===== config.mk =====
export PLATFORM = sky130hd
export DESIGN_NAME = npz_sqrt_cell
export DESIGN_NICKNAME = d
export VERILOG_FILES = /design/src/hdl/neutrino_pz_w_mass_solver_macros.svh /design/src/hdl/npz_pkg.sv /design/src/hdl/npz_sqrt_cell.sv
export SDC_FILE = /design/constraint.sdc
export NUM_CORES = 1
export LEC_CHECK = 0
export ABC_AREA = 1
export BUFFER_PORTS_ARGS = -buffer_cell sky130_fd_sc_hd__buf_4
export CORE_UTILIZATION = 40
export DETAILED_ROUTE_END_ITERATION = 10
export PLACE_DENSITY = 0.75
export SLEW_MARGIN = 40
export SYNTH_ARGS = -nofsm -noshare
export SYNTH_HDL_FRONTEND = slang
export SYNTH_SLANG_ARGS = --single-unit

===== constraint.sdc =====
create_clock -name clock -period 3.75 [get_ports clock]
set_input_delay 0.1875 -clock clock [delete_from_list [all_inputs] [get_ports clock]]
set_output_delay 0.1875 -clock clock [all_outputs]
set_load 0.01 [all_outputs]

===== src/hdl/neutrino_pz_w_mass_solver_macros.svh =====
// assertion macros used by the neutrino pz solver top level
`ifndef NEUTRINO_PZ_W_MASS_SOLVER_MACROS_SVH
`define NEUTRINO_PZ_W_MASS_SOLVER_MACROS_SVH

// same-cycle implication
`define NPZ_ASSERT_SAME(lbl, clk, rst, ante, cons, msg) \
   lbl: assert property (@(posedge clk) disable iff (rst) (ante) |-> (cons)) \
      else $error(msg);

// next-cycle implication
`define NPZ_ASSERT_NEXT(lbl, clk, rst, ante, cons, msg) \
   lbl: assert property (@(posedge clk) disable iff (rst) (ante) |=> (cons)) \
      else $error(msg);

`endif


===== src/hdl/npz_pkg.sv =====
// shared types and constants of the neutrino pz solver
package npz_pkg;

   localparam logic [15:0] W_MASS_RESET = 16'd5146;

   typedef struct packed {
      logic valid;
      logic solved;
   } ctl_type;

endpackage


===== src/hdl/npz_sqrt_cell.sv =====
// one root bit of the digit-by-digit square root chain
module npz_sqrt_cell #(
   parameter int XW = 8,
   parameter int RW = 4,
   parameter int K  = 0,
   parameter int SW = 1
) (
   input  logic             clock,
   input  logic             reset,
   input  logic             en,
   input  npz_pkg::ctl_type ctl_i,
   input  logic [XW-1:0]    x_i,
   input  logic [RW-1:0]    r_i,
   input  logic [SW-1:0]    side_i,
   output npz_pkg::ctl_type ctl_o,
   output logic [XW-1:0]    x_o,
   output logic [RW-1:0]    r_o,
   output logic [SW-1:0]    side_o
);
   localparam int TW = XW + RW + 2;

   npz_pkg::ctl_type ctl_ff;
   logic [TW-1:0]    trial;
   logic             fits;
   logic [XW-1:0]    x_ff, x_in;
   logic [RW-1:0]    r_ff, r_in;
   logic [SW-1:0]    side_ff;

   // (r + 2^k)^2 - r^2 = r * 2^(k+1) + 2^(2k)
   assign trial = (TW'(r_i) << (K + 1)) | (TW'(1) << (2 * K));
   assign fits  = TW'(x_i) >= trial;
   assign x_in  = fits ? XW'(TW'(x_i) - trial) : x_i;
   assign r_in  = fits ? (r_i | (RW'(1) << K)) : r_i;

   always_ff @(posedge clock) begin
      if (reset) begin
         ctl_ff <= '0;
      end else if (en) begin
         ctl_ff <= ctl_i;
      end
   end

   always_ff @(posedge clock) begin
      if (en) begin
         x_ff    <= x_in;
         r_ff    <= r_in;
         side_ff <= side_i;
      end
   end

   assign ctl_o  = ctl_ff;
   assign x_o    = x_ff;
   assign r_o    = r_ff;
   assign side_o = side_ff;

endmodule


# Word level (Yosys, flattened, before mapping)
# Index checks and enable logic that the tools add are counted.
# W data, S select, Z words.
dict set report word_totals {
  ff_bits 15
  out_inout_bits 15
}
dict set report classes {
  add_sub_neg 1
  order_cmp 1
  mux 1
}
# op count
set op_table {}
lappend op_table {{$ge A8 B5 Y1} 1}
lappend op_table {{$mux W8} 1}
lappend op_table {{$sub A8 B5 Y8} 1}

# Logic depth before layout (Yosys ltp)
dict set report logic_depth {
  depth_word 2
  depth_mapped 9
}

# Worst setup path before layout
# OpenSTA, ideal clock, no wires.
dict set report synth_timing {
  path_type {input -> register}
  start {input port r_i[0]}
  end {register x_ff[1], in the netlist x_o[1], data pin}
  path_stages 8
  t_arrival_ps 1214
  t_required_ps 3497
  setup_slack_ps 2284
  setup_time_ps 253
  cell_sequence {inv_1 > fa_1 > nand3_1 > nand3_1 > nand2_2 > nand3_4 > nand2_1 > nand2_1}
}
dict set report synth_between {
  elab_chain_len 2
}
# item line
set synth_rtl {}
lappend synth_rtl {{from (decl)} npz_sqrt_cell.sv:13} ;# input logic [RW-1:0] r_i,
lappend synth_rtl {{$sub A8 B5 Y8 or $ge A8 B5 Y1 (tied branches)} {npz_sqrt_cell.sv:32, npz_sqrt_cell.sv:31}}
lappend synth_rtl {{$mux W8 *} npz_sqrt_cell.sv:32} ;# assign x_in = fits ? XW'(TW'(x_i) - trial) : x_i;
lappend synth_rtl {{net x_in[1]} npz_sqrt_cell.sv:25} ;# logic [XW-1:0] x_ff, x_in;
lappend synth_rtl {{to (signal assigned)} npz_sqrt_cell.sv:45} ;# x_ff <= x_in;
lappend synth_rtl {{to (decl)} npz_sqrt_cell.sv:25}
# Mark *: on every way through the listed nets, which the timed path passes. The rest lies on a longest branch.
# A chain may end at the register's enable or synchronous reset.

# Worst setup path in the final report
dict set report layout_timing {
  start {input port x_i[1]}
  end {register x_ff[1], in the netlist x_o[1], data pin}
}
dict set report layout_between {
  elab_chain_len 2
}
# item line
set layout_rtl {}
lappend layout_rtl {{from (decl)} npz_sqrt_cell.sv:12} ;# input logic [XW-1:0] x_i,
lappend layout_rtl {{$sub A8 B5 Y8 or $ge A8 B5 Y1 (tied branches)} {npz_sqrt_cell.sv:32, npz_sqrt_cell.sv:31}}
lappend layout_rtl {{$mux W8 *} npz_sqrt_cell.sv:32}
lappend layout_rtl {{net x_in[1]} npz_sqrt_cell.sv:25}
# Marked as above.

==> impl_metrics.tcl <==
set metrics [dict create \
    max_cap_violations 0 \
    post-route-util_pct 55.9 \
    cts_tree "done" \
    placed_cells_incl_taps 165 \
    fmax_ghz 0.707 \
    power.static_leakage_nw 0.607 \
    die_h_um 50.0 \
    cts_setup_buffers 0 \
    avgSynthCellArea_um2 8.79 \
    syn_area_um2 923 \
    status "complete, no violations" \
    worstPathBufferInverterCount 1 \
    gp_congestion 0.868 \
    finalSetupViolCount 0 \
    port_buffers 32 \
    crit_start "x_i[1]" \
    critPathKind "in -> reg" \
    crit_path_max_fanout 7 \
    yosysSeqAreaShare_pct 46.6 \
    worst-path-stages 8 \
    layout_common_cells "nand2_1 (32), buf_4 (32), inv_1 (13), edfxtp_1 (13)" \
    clock-sinks 15 \
    yosysWarnings 0 \
    placed_area_um2 1200 \
    track_usage_pct 16.5 \
    finalWirelength_mm 1.84 \
    cts-htree-levels 1 \
    cts_resized 0 \
    finalMaxSlewViolations 0 \
    path_cells "buf_4, fa_1, nand3_1, nand3_1, nand2_2, nand3_4, nand2_1, nand2_1" \
    r2r_start "ctl_o[1]" \
    synth_top_area_share_pct 42.3 \
    cts_buffers 3 \
    arrival_ns 1.44 \
    drt_first_iter_violations 5 \
    drc 0 \
    area_delta_synth_final_pct 32.7 \
    antenna_found_initial 0 \
    synth.distinct_cells 19 \
    ant_nets 0 \
    min-delay-path-class "in -> reg" \
    hold_buffers 0 \
    grt_pass1_vias 677 \
    clock_path_buffers 2 \
    clock_skew_ns 0 \
    clk_latency_ns 0.27 \
    p_per_area_nw_per_um2 328 \
    rr_endpoint "ctl_o[1]" \
    end_kind "flop" \
    core_um2 2190 \
    whs_ns 0.0812 \
    synth_area_leaders "edfxtp_1 (42%), nand2_1 (13%), ha_1 (6.8%), nand4_1 (5.4%), inv_1 (5.3%)" \
    critPathRequiredTime_ns 3.78 \
    die_w_um 50.0 \
    synth_seq_cells 15 \
    fin_nets 166 \
    rows 17 \
    path_clk_slew_ns 0.07 \
    r2r_cells 2 \
    yosys.area.top_type "edfxtp_1" \
    avgViaCountPerCell 4.67 \
    hpwl_mm 1.56 \
    rsz0062_at_grt "false" \
    cts_root_buffer "clkbuf_4" \
    io_pins 33 \
    setup_tns_ns 0 \
    fin_crit_sh_pct 37.7 \
    slowest_stage "fa_1" \
    num-fill-cells 190 \
    startpoint_type "input pin" \
    grt_max_degree 17 \
    relSlewSlack_pct 85.2 \
    drive_gt1_share_pct 31.9 \
    fin_area_um2 1220 \
    worstMarginPinSlew_ns 0.222 \
    max_stage_delay_ns 0.45 \
    diodes 0 \
    irDropWorstVdd_mv 0.170 \
    r2r_setup_slack_ns 3.14 \
    overflow 0 \
    finalHoldViolations 0 \
    wire_per_inst_um 10.9 \
    multi_input_comb_area_um2 437 \
    timing.final.crit_period_ns 1.41 \
    crit_family "simple AND/OR/NAND/NOR gates" \
    stdcell_count 169 \
    regArea_um2 430 \
    start_util_pct 42.1 \
    synthCells 105 \
    grt_pass1_wl_mm 2.97 \
    syn_nets 129 \
    critPathCapture "x_o[1]" \
    dr.pass1.iters 4 \
    dieArea_um2 2500 \
    vias 790 \
]
==> power breakdown <==
group | internal [W] | switching, W | total, W | leakage, nW
logic | 0.0000530 | 0.0000598 | 0.000113 | 0.449
clock network | 0.0000412 | 0.0000429 | 0.0000841 | 0.0150
registers | 0.000201 | 0.00000438 | 0.000205 | 0.144
total | 0.000295 | 0.000107 | 0.000402 | 0.607
==> worst register-to-register path, stage by stage (launching register included) <==
cell and delay (ns):
dfxtp_1 0.34, nand2_1 0.06, a21oi_1 0.13
==> how the worst min path moves through the flow <==
stage | start | to | slack, ns | cells after the start
floorplan | reset | ctl_o[0] | 0.26 | 1
global placement | reset | ctl_o[1] | 0.36 | 2
detailed placement | reset | ctl_o[0] | 0.37 | 2
CTS | reset | ctl_o[0] | 0.07 | 2
global route | reset | ctl_o[0] | 0.07 | 2
finish | reset | ctl_o[0] | 0.08 | 2
==> area by class of cell <==
type                            instances  share of cell area [%]
Timing Repair Buffer                   32                    19.6
Multi-Input combinational cell         75                    35.6
Inverter                               15                    4.60
Sequential cell                        15                    35.1
Clock buffer                            4                    2.15
Tap cell                               28                    2.86
==> metal layers <==
layer / track usage (%) / share of wire, % / up-vias
met3: 1.85 / 3.1 / 4
met2: 26.2 / 49 / 23
li1: - / - / 422
met5: 0 / 0 / -
met1: 20.0 / 45 / 341
met4: 12.9 / 3.0 / 0
==> cells by family after synthesis <==
group / Yosys count / share of synthesized area, %
buffers and inverters: 15 / 6.10
adders and majority gates: 6 / 8.94
DFF: 15 / 46.6
and+or+nand+nor: 63 / 34.7
xor gates and xnor gates: 1 / 0.949
AOI/OAI and AO/OA: 5 / 2.71
==> sequential cells by signal, indices dropped and copies added (netlist names) <==
signal	flops
x_o	8
r_o	4
ctl_o	2
side_o	1
==> stage by stage <==
step                      setup slack, ns  total power, W
final                                2.34        0.000402
after global routing                 2.25        0.000427
after CTS                            2.34        0.000407
after detailed placement             2.05        0.000323
after global placement               2.11        0.000320
after floorplan                      2.28        0.000270
==> synthesized netlist by cell type, drive strengths merged <==
master,count
dfxtp,2
inv,15
ha,5
nand4,8
o21ai,1
nand2,36
nand3,7
a21oi,4
xor2,1
nor2,10
fa,1
nand3b,1
or2,1
edfxtp,13
Power figures use the tool's default switching activity.
