[src/hdl/neutrino_pz_w_mass_solver_macros.svh]
// assertion macros used by the neutrino pz solver top level
`ifndef NEUTRINO_PZ_W_MASS_SOLVER_MACROS_SVH
`define NEUTRINO_PZ_W_MASS_SOLVER_MACROS_SVH

// same-cycle implication
`define NPZ_ASSERT_SAME(lbl, clk, rst, ante, cons, msg) \
   lbl: assert property (@(posedge clk) disable iff (rst) (ante) |-> (cons)) \
      else $error(msg);

// next-cycle implication
`define NPZ_ASSERT_NEXT(lbl, clk, rst, ante, cons, msg) \
   lbl: assert property (@(posedge clk) disable iff (rst) (ante) |=> (cons)) \
      else $error(msg);

`endif

[src/hdl/npz_pkg.sv]
// shared types and constants of the neutrino pz solver
package npz_pkg;

   localparam logic [15:0] W_MASS_RESET = 16'd5146;

   typedef struct packed {
      logic valid;
      logic solved;
   } ctl_type;

endpackage

[src/hdl/npz_div_cell.sv]
// one quotient bit of the restoring divider chain
module npz_div_cell #(
   parameter int NW  = 8,
   parameter int DMW = 8,
   parameter int QW  = 4,
   parameter int K   = 0,
   parameter int SW  = 1
) (
   input  logic             clock,
   input  logic             reset,
   input  logic             en,
   input  npz_pkg::ctl_type ctl_i,
   input  logic [NW-1:0]    rem_i,
   input  logic [DMW-1:0]   den_i,
   input  logic [QW-1:0]    q_i,
   input  logic [SW-1:0]    side_i,
   output npz_pkg::ctl_type ctl_o,
   output logic [NW-1:0]    rem_o,
   output logic [DMW-1:0]   den_o,
   output logic [QW-1:0]    q_o,
   output logic [SW-1:0]    side_o
);
   localparam int CW = NW + DMW + QW + 1;

   npz_pkg::ctl_type ctl_ff;
   logic [CW-1:0]    shifted;
   logic             fits;
   logic [NW-1:0]    rem_ff, rem_in;
   logic [DMW-1:0]   den_ff;
   logic [QW-1:0]    q_ff, q_in;
   logic [SW-1:0]    side_ff;

   assign shifted = CW'(den_i) << K;
   assign fits    = CW'(rem_i) >= shifted;
   assign rem_in  = fits ? NW'(CW'(rem_i) - shifted) : rem_i;
   assign q_in    = fits ? (q_i | (QW'(1) << K)) : q_i;

   always_ff @(posedge clock) begin
      if (reset) begin
         ctl_ff <= '0;
      end else if (en) begin
         ctl_ff <= ctl_i;
      end
   end

   always_ff @(posedge clock) begin
      if (en) begin
         rem_ff  <= rem_in;
         den_ff  <= den_i;
         q_ff    <= q_in;
         side_ff <= side_i;
      end
   end

   assign ctl_o  = ctl_ff;
   assign rem_o  = rem_ff;
   assign den_o  = den_ff;
   assign q_o    = q_ff;
   assign side_o = side_ff;

endmodule

[config.mk]
export PLATFORM = sky130hd
export DESIGN_NAME = npz_div_cell
export DESIGN_NICKNAME = d
export VERILOG_FILES = /design/src/hdl/neutrino_pz_w_mass_solver_macros.svh /design/src/hdl/npz_pkg.sv /design/src/hdl/npz_div_cell.sv
export SDC_FILE = /design/constraint.sdc
export NUM_CORES = 1
export LEC_CHECK = 0
export BUFFER_PORTS_ARGS = -buffer_cell sky130_fd_sc_hd__buf_2
export CORE_MARGIN = 2
export CORE_UTILIZATION = 47
export DETAILED_ROUTE_END_ITERATION = 6
export GPL_TIMING_DRIVEN = 0
export PLACE_DENSITY = 0.78
export SKIP_LAST_GASP = 1
export SLEW_MARGIN = 5
export SYNTH_ARGS = -nofsm -noshare
export SYNTH_HDL_FRONTEND = slang
export SYNTH_SLANG_ARGS = --single-unit
[constraint.sdc]
create_clock -name clock -period 2.64 [get_ports clock]
set_input_delay 0.396 -clock clock [delete_from_list [all_inputs] [get_ports clock]]
set_output_delay 0.396 -clock clock [all_outputs]
set_load 0.02 [all_outputs]
* Word-level counts from Yosys, hierarchy flattened
Index checks and enable logic that the tools add are counted.
** Storage, ports and cells
- Register bits after elaboration :: 23
- Bits of input ports :: 26
- Output and inout bits :: 23
- Word-level logic and storage cells :: 10
** Cells by class
- $add $sub $neg :: 1
- Magnitude comparators :: 1
- Multiplexer cells :: 1
** Operators with widths (count)
- 8-bit greater-or-equal comparator :: 1
- 8-bit two-way mux :: 1
- 8-bit subtractor :: 1

* Depth between registers and ports, before layout
- Depth after elaboration :: 2
- Gate-level depth with buffers :: 8
- Depth with buffers taken out :: 8

* Worst setup path before layout
OpenSTA, ideal clock, no wires.
- Kind :: in2reg
- Start point :: input rem_i[0]
- End point :: register rem_ff[2], in the netlist rem_o[2] (data pin)
- Library setup time :: 0.260 ns
- Data arrival time :: 2.121 ns
- Required time :: 2.380 ns
- Setup slack :: 0.259 ns
- Cell stages on the path :: 8
- Path buffers :: 0
- Path through :: inv_1 > ha_1 > fa_1 > nand2b_1 > a21oi_4 > o221ai_2 > a22oi_4 > mux2_2
** On the way
- Longest elaborated chain between the ends :: 2
- Elaborated cells on any way between the ends :: 3
- Classes of those cells :: add/sub: 1; order compare: 1; mux: 1
** Ends and longest elaborated chain
- start: declaration :: line npz_div_cell.sv:13 : input logic [NW-1:0] rem_i,
- 8-bit subtractor or 8-bit greater-or-equal comparator (tied branches) :: line npz_div_cell.sv:35, npz_div_cell.sv:34
- 8-bit two-way mux * :: line npz_div_cell.sv:35 : assign rem_in = fits ? NW'(CW'(rem_i) - shifted) : rem_i;
- named net rem_in[2] :: line npz_div_cell.sv:28 : logic [NW-1:0] rem_ff, rem_in;
- end signal: assignment :: line npz_div_cell.sv:48 : rem_ff <= rem_in;
- end: declaration :: line npz_div_cell.sv:28
Mark *: on every way through the listed nets, which the timed path passes. The rest lies on a longest branch.
A chain may end at the register's enable or synchronous reset.

* Worst setup path after layout
- Start point :: input rem_i[0]
- End point :: register rem_ff[6], in the netlist rem_o[6] (data pin)
Same word-level chain as after synthesis.

==> flow_metrics.py <==
metrics = {
    "worst_hold_path": {
        "whs_path_depth": 2,
        "hold_path_end": "ctl_o[0]",
        "hold_start": "reset",
        "hp-class": "input pin to register",
    },
    "job": {
        "maxCapViolations": 0,
    },
    "sta": {
        "finalSetupViolations": 0,
        "max_freq_mhz": 425,
        "post-route-period-util_pct": 89.1,
        "rsz0062_at_grt": "no",
        "max_slew.worst_pin.slew_ps": 530,
        "worst_slack_ps": 287,
        "period_minus_slack_ps": 2350,
        "fin_skew_ps": 0,
        "slew_viol_final": 0,
        "slew_headroom_pct": 64.7,
        "hold_viol_final": 0,
    },
    "global_routing": {
        "first_global_vias": 839,
        "gr-total-overflow": 0,
        "grt_max_degree": 24,
        "antenna_found_initial": 0,
        "grt_pass1_wl_um": 3480,
        "track_usage_pct": 16.5,
    },
    "setup_path": {
        "start_kind": "input pin",
        "worstPathCellList": "buf_2 -> inv_1 -> ha_1 -> fa_1 -> nand2b_1 -> a21oi_4 -> o221ai_2 -> a22oi_4 -> mux2_2",
        "reg2reg_to": "ctl_o[1]",
        "r2r_cells": 2,
        "max_stage_delay_ps": 410,
        "r2r-start": "ctl_o[1]",
        "arrival_ps": 2420,
        "crit_required_ps": 2710,
        "slowest_stage": "fa_1",
        "reg2reg_slack_ps": 2040,
        "end_kind": "register",
        "crit_fanout": 8,
        "crit_type": "input pin to register",
    },
    "cells_and_area": {
        "fillCellCount": 210,
        "antennaDiodeCount": 0,
        "area_growth_pct": 25.2,
        "drive_gt1_share_pct": 42.4,
        "post-route-util_pct": 61.6,
        "fin_nets": 180,
        "multiInputGateArea_um2": 495,
        "seqCellArea_um2": 671,
        "layout_common_cells": "buf_2 (48), edfxtp_1 (21), inv_1 (11), ha_1 (8), nor2_1 (7)",
        "layout_commonest_cell": "buf_2",
    },
    "cts": {
        "cts_tree": "done",
        "clock_path_buffers": 2,
        "htreeDepth": 1,
        "clkTransAtPathRegs_ps": 110,
        "hold_buffers": 0,
        "clock-sinks": 23,
        "cts_root_buffer": "clkbuf_4",
        "clock_latency_ps": 300,
        "post-cts-setup-buffer-count": 0,
        "cts_buffers": 3,
        "cts_resized": 0,
    },
    "power_and_ir_drop": {
        "finalPower_mw": 0.843,
        "ir_drop_v": 0.000430,
        "powerDensity_mw_per_mm2": 558,
        "p_leak_nw": 0.688,
    },
    "place": {
        "pre_cts_ws_ps": -28.3,
        "dpl.hpwl_um": 1720,
        "port_buffers": 48,
        "gp_congestion": 0.740,
    },
    "routing": {
        "route.detailed.drc": 0,
        "first_iter_violations": 9,
        "ant_nets": 0,
        "vias": 888,
        "drt-total-wl_um": 2250,
        "vias_per_cell": 5.10,
        "firstDrtPassIters": 3,
        "wl_per_cell_um": 12.9,
    },
    "floorplan": {
        "die_area_mm2": 0.00299,
        "die_x_um": 54.7,
        "row_count": 18,
        "fp.coreArea_mm2": 0.00245,
        "die_h_um": 54.7,
        "initial_core_util_pct": 49.2,
        "io_pins": 49,
    },
    "synth": {
        "synth_area_per_cell_um2": 13.1,
        "syn-num-nets": 127,
        "synth_top_area_share_pct": 52.2,
        "netlist-cell-type-count": 30,
        "ys_seq_elements": 23,
        "netlist_top_cells_area": "edfxtp_1 (52%), ha_1 (8.3%), mux2_2 (4.7%)",
        "syn_inst": 92,
        "netlist_area_mm2": 0.00121,
        "synth_warnings": 0,
        "synth.largest_area_cell": "edfxtp_1",
        "ys_seq_area_share_pct": 55.5,
    },
    "outcome": {
        "status": "finished clean",
    },
}
-- where the power goes --
group / total [mW] / switching (mW) / leakage, nW / internal (mW)
Clock: 0.159 / 0.100 / 0.0150 / 0.0590
Combinational: 0.237 / 0.138 / 0.451 / 0.0990
Sequential: 0.447 / 0.00737 / 0.222 / 0.439
Total: 0.843 / 0.246 / 0.688 / 0.597
-- sequential cells by signal, summed over array words and instances, names as in the netlist --
signal	cells
ctl_o	2
side_o	1
den_o	8
q_o	4
rem_o	8
-- worst max-delay path: cells and delay by family --
family          cells  cell delay [ps]
compound gates      3              670
fa+ha+maj           2              630
buf+inv             2              140
mux                 1              380
simple gates        1              200
-- through the flow --
stage	cell area (um^2)	cells	hold WS (ps)	setup TNS, ps
after floorplan	1210	92	468	0
after global placement	1490	170	468	-0.00866
after detailed placement	1490	170	480	-92.7
after CTS	1510	174	254	0
after global routing	1510	174	243	0
final	1510	174	255	0
-- logic make-up after synthesis --
logic type	synth area share [%]
mux	7.98
buf+inv	3.42
simple gates	7.98
xor+xnor	2.18
fa+ha+maj	9.95
flops	55.5
compound gates	13.0
-- routing by layer --
| metal | track usage, % | up-vias | share of wire (%) |
|---|---|---|---|
| met5 | 0 | - | 0 |
| met2 | 29.0 | 19 | 54 |
| met1 | 19.2 | 420 | 42 |
| met3 | 1.64 | 4 | 3.2 |
| li1 | - | 445 | - |
| met4 | 10.0 | 0 | 1.6 |
-- layout make-up --
type                       count  area share, %
timing repair buffer          48           15.9
inverter                      11           2.73
sequential                    23           44.4
multi-input combinational     58           32.8
tap                           30           2.48
clock buffer                   4           1.74
-- cell usage after synthesis (all sizes together) --
master,number
o21ai,2
o2111ai,1
edfxtp,21
nand3,2
nand4,1
mux2,5
o211ai,1
nand2,1
o221ai,1
nor2,7
inv,11
xor2,1
nor2b,2
mux2i,4
a31oi,1
a211o,1
xnor2,2
dfxtp,2
a22oi,1
or2,2
o21a,2
o31a,1
nand2b,3
fa,1
o41a,1
or3,1
a21o,1
a21oi,5
ha,8
-- how the worst max path moves through the flow --
stage	cells after the start	slack, ps	from	endpoint
CTS	9	300	rem_i[0]	rem_o[3]
floorplan	8	260	rem_i[0]	rem_o[2]
finish	9	290	rem_i[0]	rem_o[6]
detailed placement	9	-30	rem_i[0]	rem_o[3]
global route	9	200	rem_i[0]	rem_o[2]
global placement	9	-0.009	rem_i[0]	rem_o[3]
(Power assumes the default switching activity.)
