## src/hdl/neutrino_pz_w_mass_solver_macros.svh

```systemverilog
// assertion macros used by the neutrino pz solver top level
`ifndef NEUTRINO_PZ_W_MASS_SOLVER_MACROS_SVH
`define NEUTRINO_PZ_W_MASS_SOLVER_MACROS_SVH

// same-cycle implication
`define NPZ_ASSERT_SAME(lbl, clk, rst, ante, cons, msg) \
   lbl: assert property (@(posedge clk) disable iff (rst) (ante) |-> (cons)) \
      else $error(msg);

// next-cycle implication
`define NPZ_ASSERT_NEXT(lbl, clk, rst, ante, cons, msg) \
   lbl: assert property (@(posedge clk) disable iff (rst) (ante) |=> (cons)) \
      else $error(msg);

`endif

```

## src/hdl/npz_pkg.sv

```systemverilog
// shared types and constants of the neutrino pz solver
package npz_pkg;

   localparam logic [15:0] W_MASS_RESET = 16'd5146;

   typedef struct packed {
      logic valid;
      logic solved;
   } ctl_type;

endpackage

```

## src/hdl/npz_mul.sv

```systemverilog
// signed multiplier split into four partial products over three register stages
module npz_mul #(
   parameter int WA = 8,
   parameter int WB = 8,
   parameter int SW = 1
) (
   input  logic                      clock,
   input  logic                      reset,
   input  logic                      en,
   input  npz_pkg::ctl_type          ctl_i,
   input  logic signed [WA-1:0]      a_i,
   input  logic signed [WB-1:0]      b_i,
   input  logic [SW-1:0]             side_i,
   output npz_pkg::ctl_type          ctl_o,
   output logic signed [WA+WB-1:0]   p_o,
   output logic [SW-1:0]             side_o
);
   localparam int HA = (WA + 1) / 2;
   localparam int HB = (WB + 1) / 2;
   localparam int UA = WA - HA;
   localparam int UB = WB - HB;
   localparam int PW = WA + WB;

   npz_pkg::ctl_type ctl1_ff, ctl2_ff, ctl3_ff;
   logic [SW-1:0]    side1_ff, side2_ff, side3_ff;
   logic [WA-1:0]    mag_a_ff, mag_a_in;
   logic [WB-1:0]    mag_b_ff, mag_b_in;
   logic             neg1_ff, neg2_ff;
   logic [UA+UB-1:0] hh_ff;
   logic [UA+HB-1:0] hl_ff;
   logic [HA+UB-1:0] lh_ff;
   logic [HA+HB-1:0] ll_ff;
   logic [PW-1:0]    sum;
   logic [PW-1:0]    p_ff, p_in;

   assign mag_a_in = a_i[WA-1] ? (WA'(~a_i) + WA'(1)) : WA'(a_i);
   assign mag_b_in = b_i[WB-1] ? (WB'(~b_i) + WB'(1)) : WB'(b_i);

   assign sum = (PW'(hh_ff) << (HA + HB)) + (PW'(hl_ff) << HA)
              + (PW'(lh_ff) << HB) + PW'(ll_ff);
   assign p_in = neg2_ff ? (~sum + PW'(1)) : sum;

   always_ff @(posedge clock) begin
      if (reset) begin
         ctl1_ff <= '0;
         ctl2_ff <= '0;
         ctl3_ff <= '0;
      end else if (en) begin
         ctl1_ff <= ctl_i;
         ctl2_ff <= ctl1_ff;
         ctl3_ff <= ctl2_ff;
      end
   end

   always_ff @(posedge clock) begin
      if (en) begin
         mag_a_ff <= mag_a_in;
         mag_b_ff <= mag_b_in;
         neg1_ff  <= a_i[WA-1] ^ b_i[WB-1];
         side1_ff <= side_i;
         hh_ff    <= mag_a_ff[WA-1:HA] * mag_b_ff[WB-1:HB];
         hl_ff    <= mag_a_ff[WA-1:HA] * mag_b_ff[HB-1:0];
         lh_ff    <= mag_a_ff[HA-1:0] * mag_b_ff[WB-1:HB];
         ll_ff    <= mag_a_ff[HA-1:0] * mag_b_ff[HB-1:0];
         neg2_ff  <= neg1_ff;
         side2_ff <= side1_ff;
         p_ff     <= p_in;
         side3_ff <= side2_ff;
      end
   end

   assign ctl_o  = ctl3_ff;
   assign p_o    = $signed(p_ff);
   assign side_o = side3_ff;

endmodule

```

## config.mk

```make
export PLATFORM = sky130hd
export DESIGN_NAME = npz_mul
export DESIGN_NICKNAME = d
export VERILOG_FILES = /design/src/hdl/neutrino_pz_w_mass_solver_macros.svh /design/src/hdl/npz_pkg.sv /design/src/hdl/npz_mul.sv
export SDC_FILE = /design/constraint.sdc
export NUM_CORES = 1
export LEC_CHECK = 0
export BUFFER_PORTS_ARGS = -buffer_cell sky130_fd_sc_hd__buf_2
export CORE_MARGIN = 10
export CORE_UTILIZATION = 35
export CTS_BUF_LIST = sky130_fd_sc_hd__clkbuf_8
export CTS_CLUSTER_SIZE = 30
export DETAILED_ROUTE_END_ITERATION = 7
export PLACE_DENSITY_LB_ADDON = 0.3
export SLEW_MARGIN = 15
export SYNTH_ARGS = -nofsm -noshare
export SYNTH_HDL_FRONTEND = slang
export SYNTH_SLANG_ARGS = --single-unit
```

## constraint.sdc

```tcl
create_clock -name clock -period 4.3 [get_ports clock]
set_clock_uncertainty 0.2 [all_clocks]
set_input_delay 0 -clock clock [delete_from_list [all_inputs] [get_ports clock]]
set_output_delay 0 -clock clock [all_outputs]
set_load 0.02 [all_outputs]
```

# Word-level counts from Yosys, hierarchy flattened
# Index checks and enable logic that the tools add are counted.
# word_totals
out_inout_bits,19
wordCells,37
regBits,75
# op_classes
add_sub_neg,6
mul,4
bitwise,4
n_mux,3
# ops
operator,count
16-bit by 12-bit adder with 16-bit output,2
4-bit by 4-bit multiplier with 8-bit output,4
16-bit by 1-bit adder with 16-bit output (second input constant),1
16-bit by 8-bit adder with 16-bit output,1
8-bit by 2-bit adder with 8-bit output (second input constant),2
16-bit two-way mux,1
16-bit inverter,1
8-bit inverter,2
7-bit two-way mux,2
1-bit bitwise XOR,1

# Longest topological paths before layout
# logic_depth
ltp_word,6
ltp_mapped,11
mapped_depth_nobuf,11

# Worst setup path after synthesis
# No wires, ideal clock.
# synth_path
path_type,register to register
start,register hl_ff[1]
end,"register p_ff[15], in the netlist p_o[15], data pin"
arrival_ps,2703
path_stages_with_launch,12
slack_ps,1133
setup_time_ps,264
t_required_ps,3836
cell_sequence,edfxtp_1 -> fa_1 -> ha_1 -> inv_1 -> fa_1 -> nand2b_1 -> a21oi_1 -> o21ai_2 -> a2bb2oi_2 -> or2_4 -> o31ai_4 -> xor2_1
# synth_between
elab_chain_cells,6
# synth_lines
element,line,source
start: declaration,npz_mul.sv:30,logic [UA+HB-1:0] hl_ff;
start signal: assignment,npz_mul.sv:62,hl_ff <= mag_a_ff[WA-1:HA] * mag_b_ff[HB-1:0];
16-bit by 12-bit adder with 16-bit output *,npz_mul.sv:39,assign sum = (PW'(hh_ff) << (HA + HB)) + (PW'(hl_ff) << HA)
16-bit by 12-bit adder with 16-bit output *,npz_mul.sv:40,+ (PW'(lh_ff) << HB) + PW'(ll_ff);
16-bit by 8-bit adder with 16-bit output *,npz_mul.sv:40,
16-bit inverter,npz_mul.sv:41,assign p_in = neg2_ff ? (~sum + PW'(1)) : sum;
16-bit by 1-bit adder with 16-bit output,npz_mul.sv:41,
16-bit two-way mux *,npz_mul.sv:41,
via p_in[15],npz_mul.sv:34,"logic [PW-1:0] p_ff, p_in;"
end signal: assignment,npz_mul.sv:67,p_ff <= p_in;
end: declaration,npz_mul.sv:34,
# Mark *: on every way through the listed nets, which the timed path passes. The rest lies on a longest branch.
# A chain may end at the register's enable or synchronous reset.

# Final worst setup path
# layout_path
start,register mag_a_ff[4]
end,"register hh_ff[7], data pin"
# layout_between
elab_chain_cells,1
# layout_lines
element,line,source
start: declaration,npz_mul.sv:26,"logic [WA-1:0] mag_a_ff, mag_a_in;"
start signal: assignment,npz_mul.sv:57,mag_a_ff <= mag_a_in;
4-bit by 4-bit multiplier with 8-bit output,npz_mul.sv:61,hh_ff <= mag_a_ff[WA-1:HA] * mag_b_ff[WB-1:HB];
end signal: assignment,npz_mul.sv:61,
end: declaration,npz_mul.sv:29,logic [UA+UB-1:0] hh_ff;
# Every way passes these cells.

==> results.toml <==
[sta]
fin_crit_ns = 3.389
slew_viol_final = 0
rsz0062_at_grt = "no"
slew_headroom_pct = 36.97
finalSetupViolCount = 0
hold_viol_final = 0
worst_pin_slew_ns = 0.9455
clock.fmax_ghz = 0.2951
finalSetupTns_ns = 0
fin_crit_sh_pct = 78.82

[yosys]
synth_top_cell_area_share_pct = 40.31
synth_area_sq_mm = 0.005140
ys_warn_count = 0
synth_cells = 435
synthDistinctLibCells = 42
synth_seq_cells = 75
synthTopCellsByArea = "edfxtp_1 (40%), ha_1 (14%), fa_1 (9.7%)"
yosysTopAreaCell = "edfxtp_1"
postSynthNetCount = 541
avgSynthCellArea_sq_um = 11.82
seq_area_frac_synth_pct = 42.65

[drt]
via_count = 3198
drc = 0
via_per_inst = 4.575
firstDrtPassIters = 4
wl_per_cell_um = 12.84
first_iter_violations = 162
ant_nets = 0
wirelength_um = 8974

[floorplanning]
fp.dieH_um = 141.2
die_area_sq_mm = 0.01993
placementRows = 44
start_util_pct = 35.50
core_area_sq_mm = 0.01448
die_width_um = 141.2
pin_count = 41

[clock_tree]
clk_pin_slew_ns = 0.09
htree_num_levels = 3
clockBufferDepth = 2
numCtsBuffers = 9
cts_tree = "yes"
cts-root-buf = "clkbuf_8"
clk_latency_ns = 0.35
cts.sinks = 75

[layout]
fillers = 1344
seqCellArea_sq_mm = 0.002192
antennaDiodeCount = 0
syn_to_final_growth_pct = 17.14
multi_input_area_sq_mm = 0.002783
final_nets = 616
layout-drive-gt1-share_pct = 13.20

[placement]
portBuffers = 40
gp_congestion = 0.8171
dp_hpwl_um = 6845

[worst_setup_path]
path_depth = 11
crit_slowest_cell = "edfxtp_1"
critical_path.n_buffers_inverters = 2
r2r_cells = 11
path_cells = "and2_1 -> fa_1 -> inv_1 -> fa_1 -> inv_1 -> ha_1 -> a21o_1 -> a21oi_1 -> o21bai_1 -> a21oi_1 -> xnor2_1"
worstSetupStartpointType = "flip-flop"
critPathRequiredTime_ns = 4.20
critPathTopFamily = "adder cells"
worstPathMaxFanout = 8
crit_type = "flip-flop to flip-flop"
worstSetupEndpointType = "flip-flop"
max_stage_delay_ns = 0.54
worstPathArrival_ns = 3.29

[hold_path]
hold_depth = 1
hold_class = "primary input to flip-flop"

[global_route]
grt_start_max_net_pins = 76
grtUsageTotal_pct = 9.513
overflow = 0
antenna_found_initial = 0
grt_pass1_wl_um = 15740
grt_pass1_vias = 3381

[run]
cap_violations = 0

[pwr]
ir_drop_uv = 254.5
swShare_pct = 38.96
p_seq_share_pct = 36.1
p_leak_nw = 2.664
intPower_mw = 1.904
pwr-share-comb_pct = 47.1
p_per_area_mw_per_mm2 = 518.2
total_power_mw = 3.120
clock_power_share_pct = 16.8
p_switching_mw = 1.216

[status]
status = "finished, final reports clean"
-- routing by layer --
metal | wire length, um | track usage (%) | vias up
met5 | 0 | 0 | -
met3 | 379 | 2.620 | 4
met2 | 4290 | 15.57 | 46
met1 | 4230 | 12.01 | 1499
li1 | - | - | 1649
met4 | 74 | 2.609 | 0
-- metrics by stage --
step	util [%]	area (sq um)	hold slack, ns	setup WS, ns	instances
finish	41.58	6021	0.1168	0.9109	699
global route	41.58	6021	0.1501	0.7310	699
CTS	41.58	6021	0.1438	0.9019	699
detailed placement	38.33	5550	-0.01448	0.9075	655
global placement	38.33	5550	-0.01793	0.9622	655
floorplan	-	5140	-0.1276	1.133	435
-- placed cells by master (no fill, tap or decap), drive strengths merged, types with 2 or more instances in the layout --
cell / netlist / layout
clkinvlp: 0 / 2
o21bai: 5 / 5
fa: 25 / 25
or2: 2 / 2
dlygate4sd3: 0 / 28
nor2: 13 / 13
xor2: 12 / 12
or3: 2 / 2
dfxtp: 6 / 6
mux2i: 6 / 6
nand3: 3 / 3
inv: 38 / 42
a21oi: 16 / 16
nor4: 2 / 2
nor4b: 2 / 2
nor3b: 2 / 2
o31ai: 4 / 4
a21o: 12 / 12
and2: 42 / 42
nand2b: 8 / 8
edfxtp: 69 / 69
o21ai: 15 / 15
nor3: 2 / 2
nand2: 39 / 39
or4: 2 / 2
buf: 1 / 40
xnor2: 36 / 36
ha: 59 / 59
and3: 2 / 2
clkbuf: 3 / 9
-- final timing paths --
path | from | end | slack, ns
worst min register to register | side1_ff | side2_ff | 0.23
worst min-delay path | en | mag_b_ff[5] | 0.12
worst max-delay path | mag_a_ff[4] | hh_ff[7] | 0.91
worst max register to register | mag_a_ff[4] | hh_ff[7] | 0.91
-- logic make-up (layout without fill, tap and decap cells) --
family / Yosys count / in the layout / share of synthesized area [%]
xor gates and xnor gates: 48 / 48 / 8.179
adders and majority gates: 84 / 84 / 24.10
buffers and inverters: 42 / 122 / 3.213
muxes: 6 / 6 / 1.168
DFF: 75 / 75 / 42.65
and+or+nand+nor: 122 / 122 / 12.90
AOI/OAI and AO/OA: 58 / 58 / 7.790
-- sequential cells by signal, indices dropped and copies added (netlist names) --
register	count
ctl_o	2
ctl1_ff	2
ctl2_ff	2
hl_ff	8
mag_b_ff	8
ll_ff	8
side2_ff	1
lh_ff	8
mag_a_ff	8
hh_ff	8
side1_ff	1
side_o	1
neg1_ff	1
p_o	16
neg2_ff	1
-- cell usage after synthesis --
master and count:
and2_1 42, fa_1 25, buf_6 1, nand3_2 1, o21bai_1 5, nor2_1 13
clkbuf_1 3, xor2_1 12, nor3b_1 2, edfxtp_1 69, nand3_1 2, a21o_2 2
or2_2 1, inv_1 38, nor4_4 1, nand2b_1 8, o31ai_4 1, or2_4 1
o21a_1 1, nor4b_1 2, nand2_1 39, nand3b_1 1, or3_1 2, a2bb2oi_2 1
ha_1 59, a21oi_1 16, nor3_1 2, o211ai_1 1, or4_1 2, o2bb2ai_1 1
o31ai_1 3, and3_2 2, o41ai_1 1, mux2i_1 6, xnor2_1 36, a21o_1 10
nor4_1 1, dfxtp_1 6, o21ai_2 1, o21ai_0 12, a211oi_4 1, o21ai_1 2
-- layout make-up --
cell class | instances | share of cell area, %
clock buffer | 9 | 2.057
clock inverter | 7 | 1.101
inverter | 38 | 2.369
multi-input combinational | 318 | 46.22
sequential | 75 | 36.41
tap | 184 | 3.824
timing repair buffer | 68 | 8.022
-- what timing repair did --
item | CTS | global route
endpoints found under the hold margin | 24 | 0
gates resized for setup | 0 | 0
setup buffers | 0 | 0
hold buffers | 28 | 0
-- power by group through the flow --
stage | Sequential [mW] | Combinational, mW | Clock [mW]
final | 1.13 | 1.47 | 0.525
after global routing | 1.15 | 1.68 | 0.584
after CTS | 1.13 | 1.49 | 0.545
after detailed placement | 1.15 | 1.45 | 0
after global placement | 1.14 | 1.43 | 0
after floorplan | 1.20 | 1.09 | 0
-- worst register-to-register path: cells and delay by family (launching register included) --
family | cells | cell delay [ns]
adders and majority gates | 3 | 1.34
AOI/OAI and AO/OA | 4 | 0.63
DFF | 1 | 0.54
and+or+nand+nor | 1 | 0.22
buffers and inverters | 2 | 0.13
xor gates and xnor gates | 1 | 0.09
No activity file was read; power rests on OpenSTA's default activity.
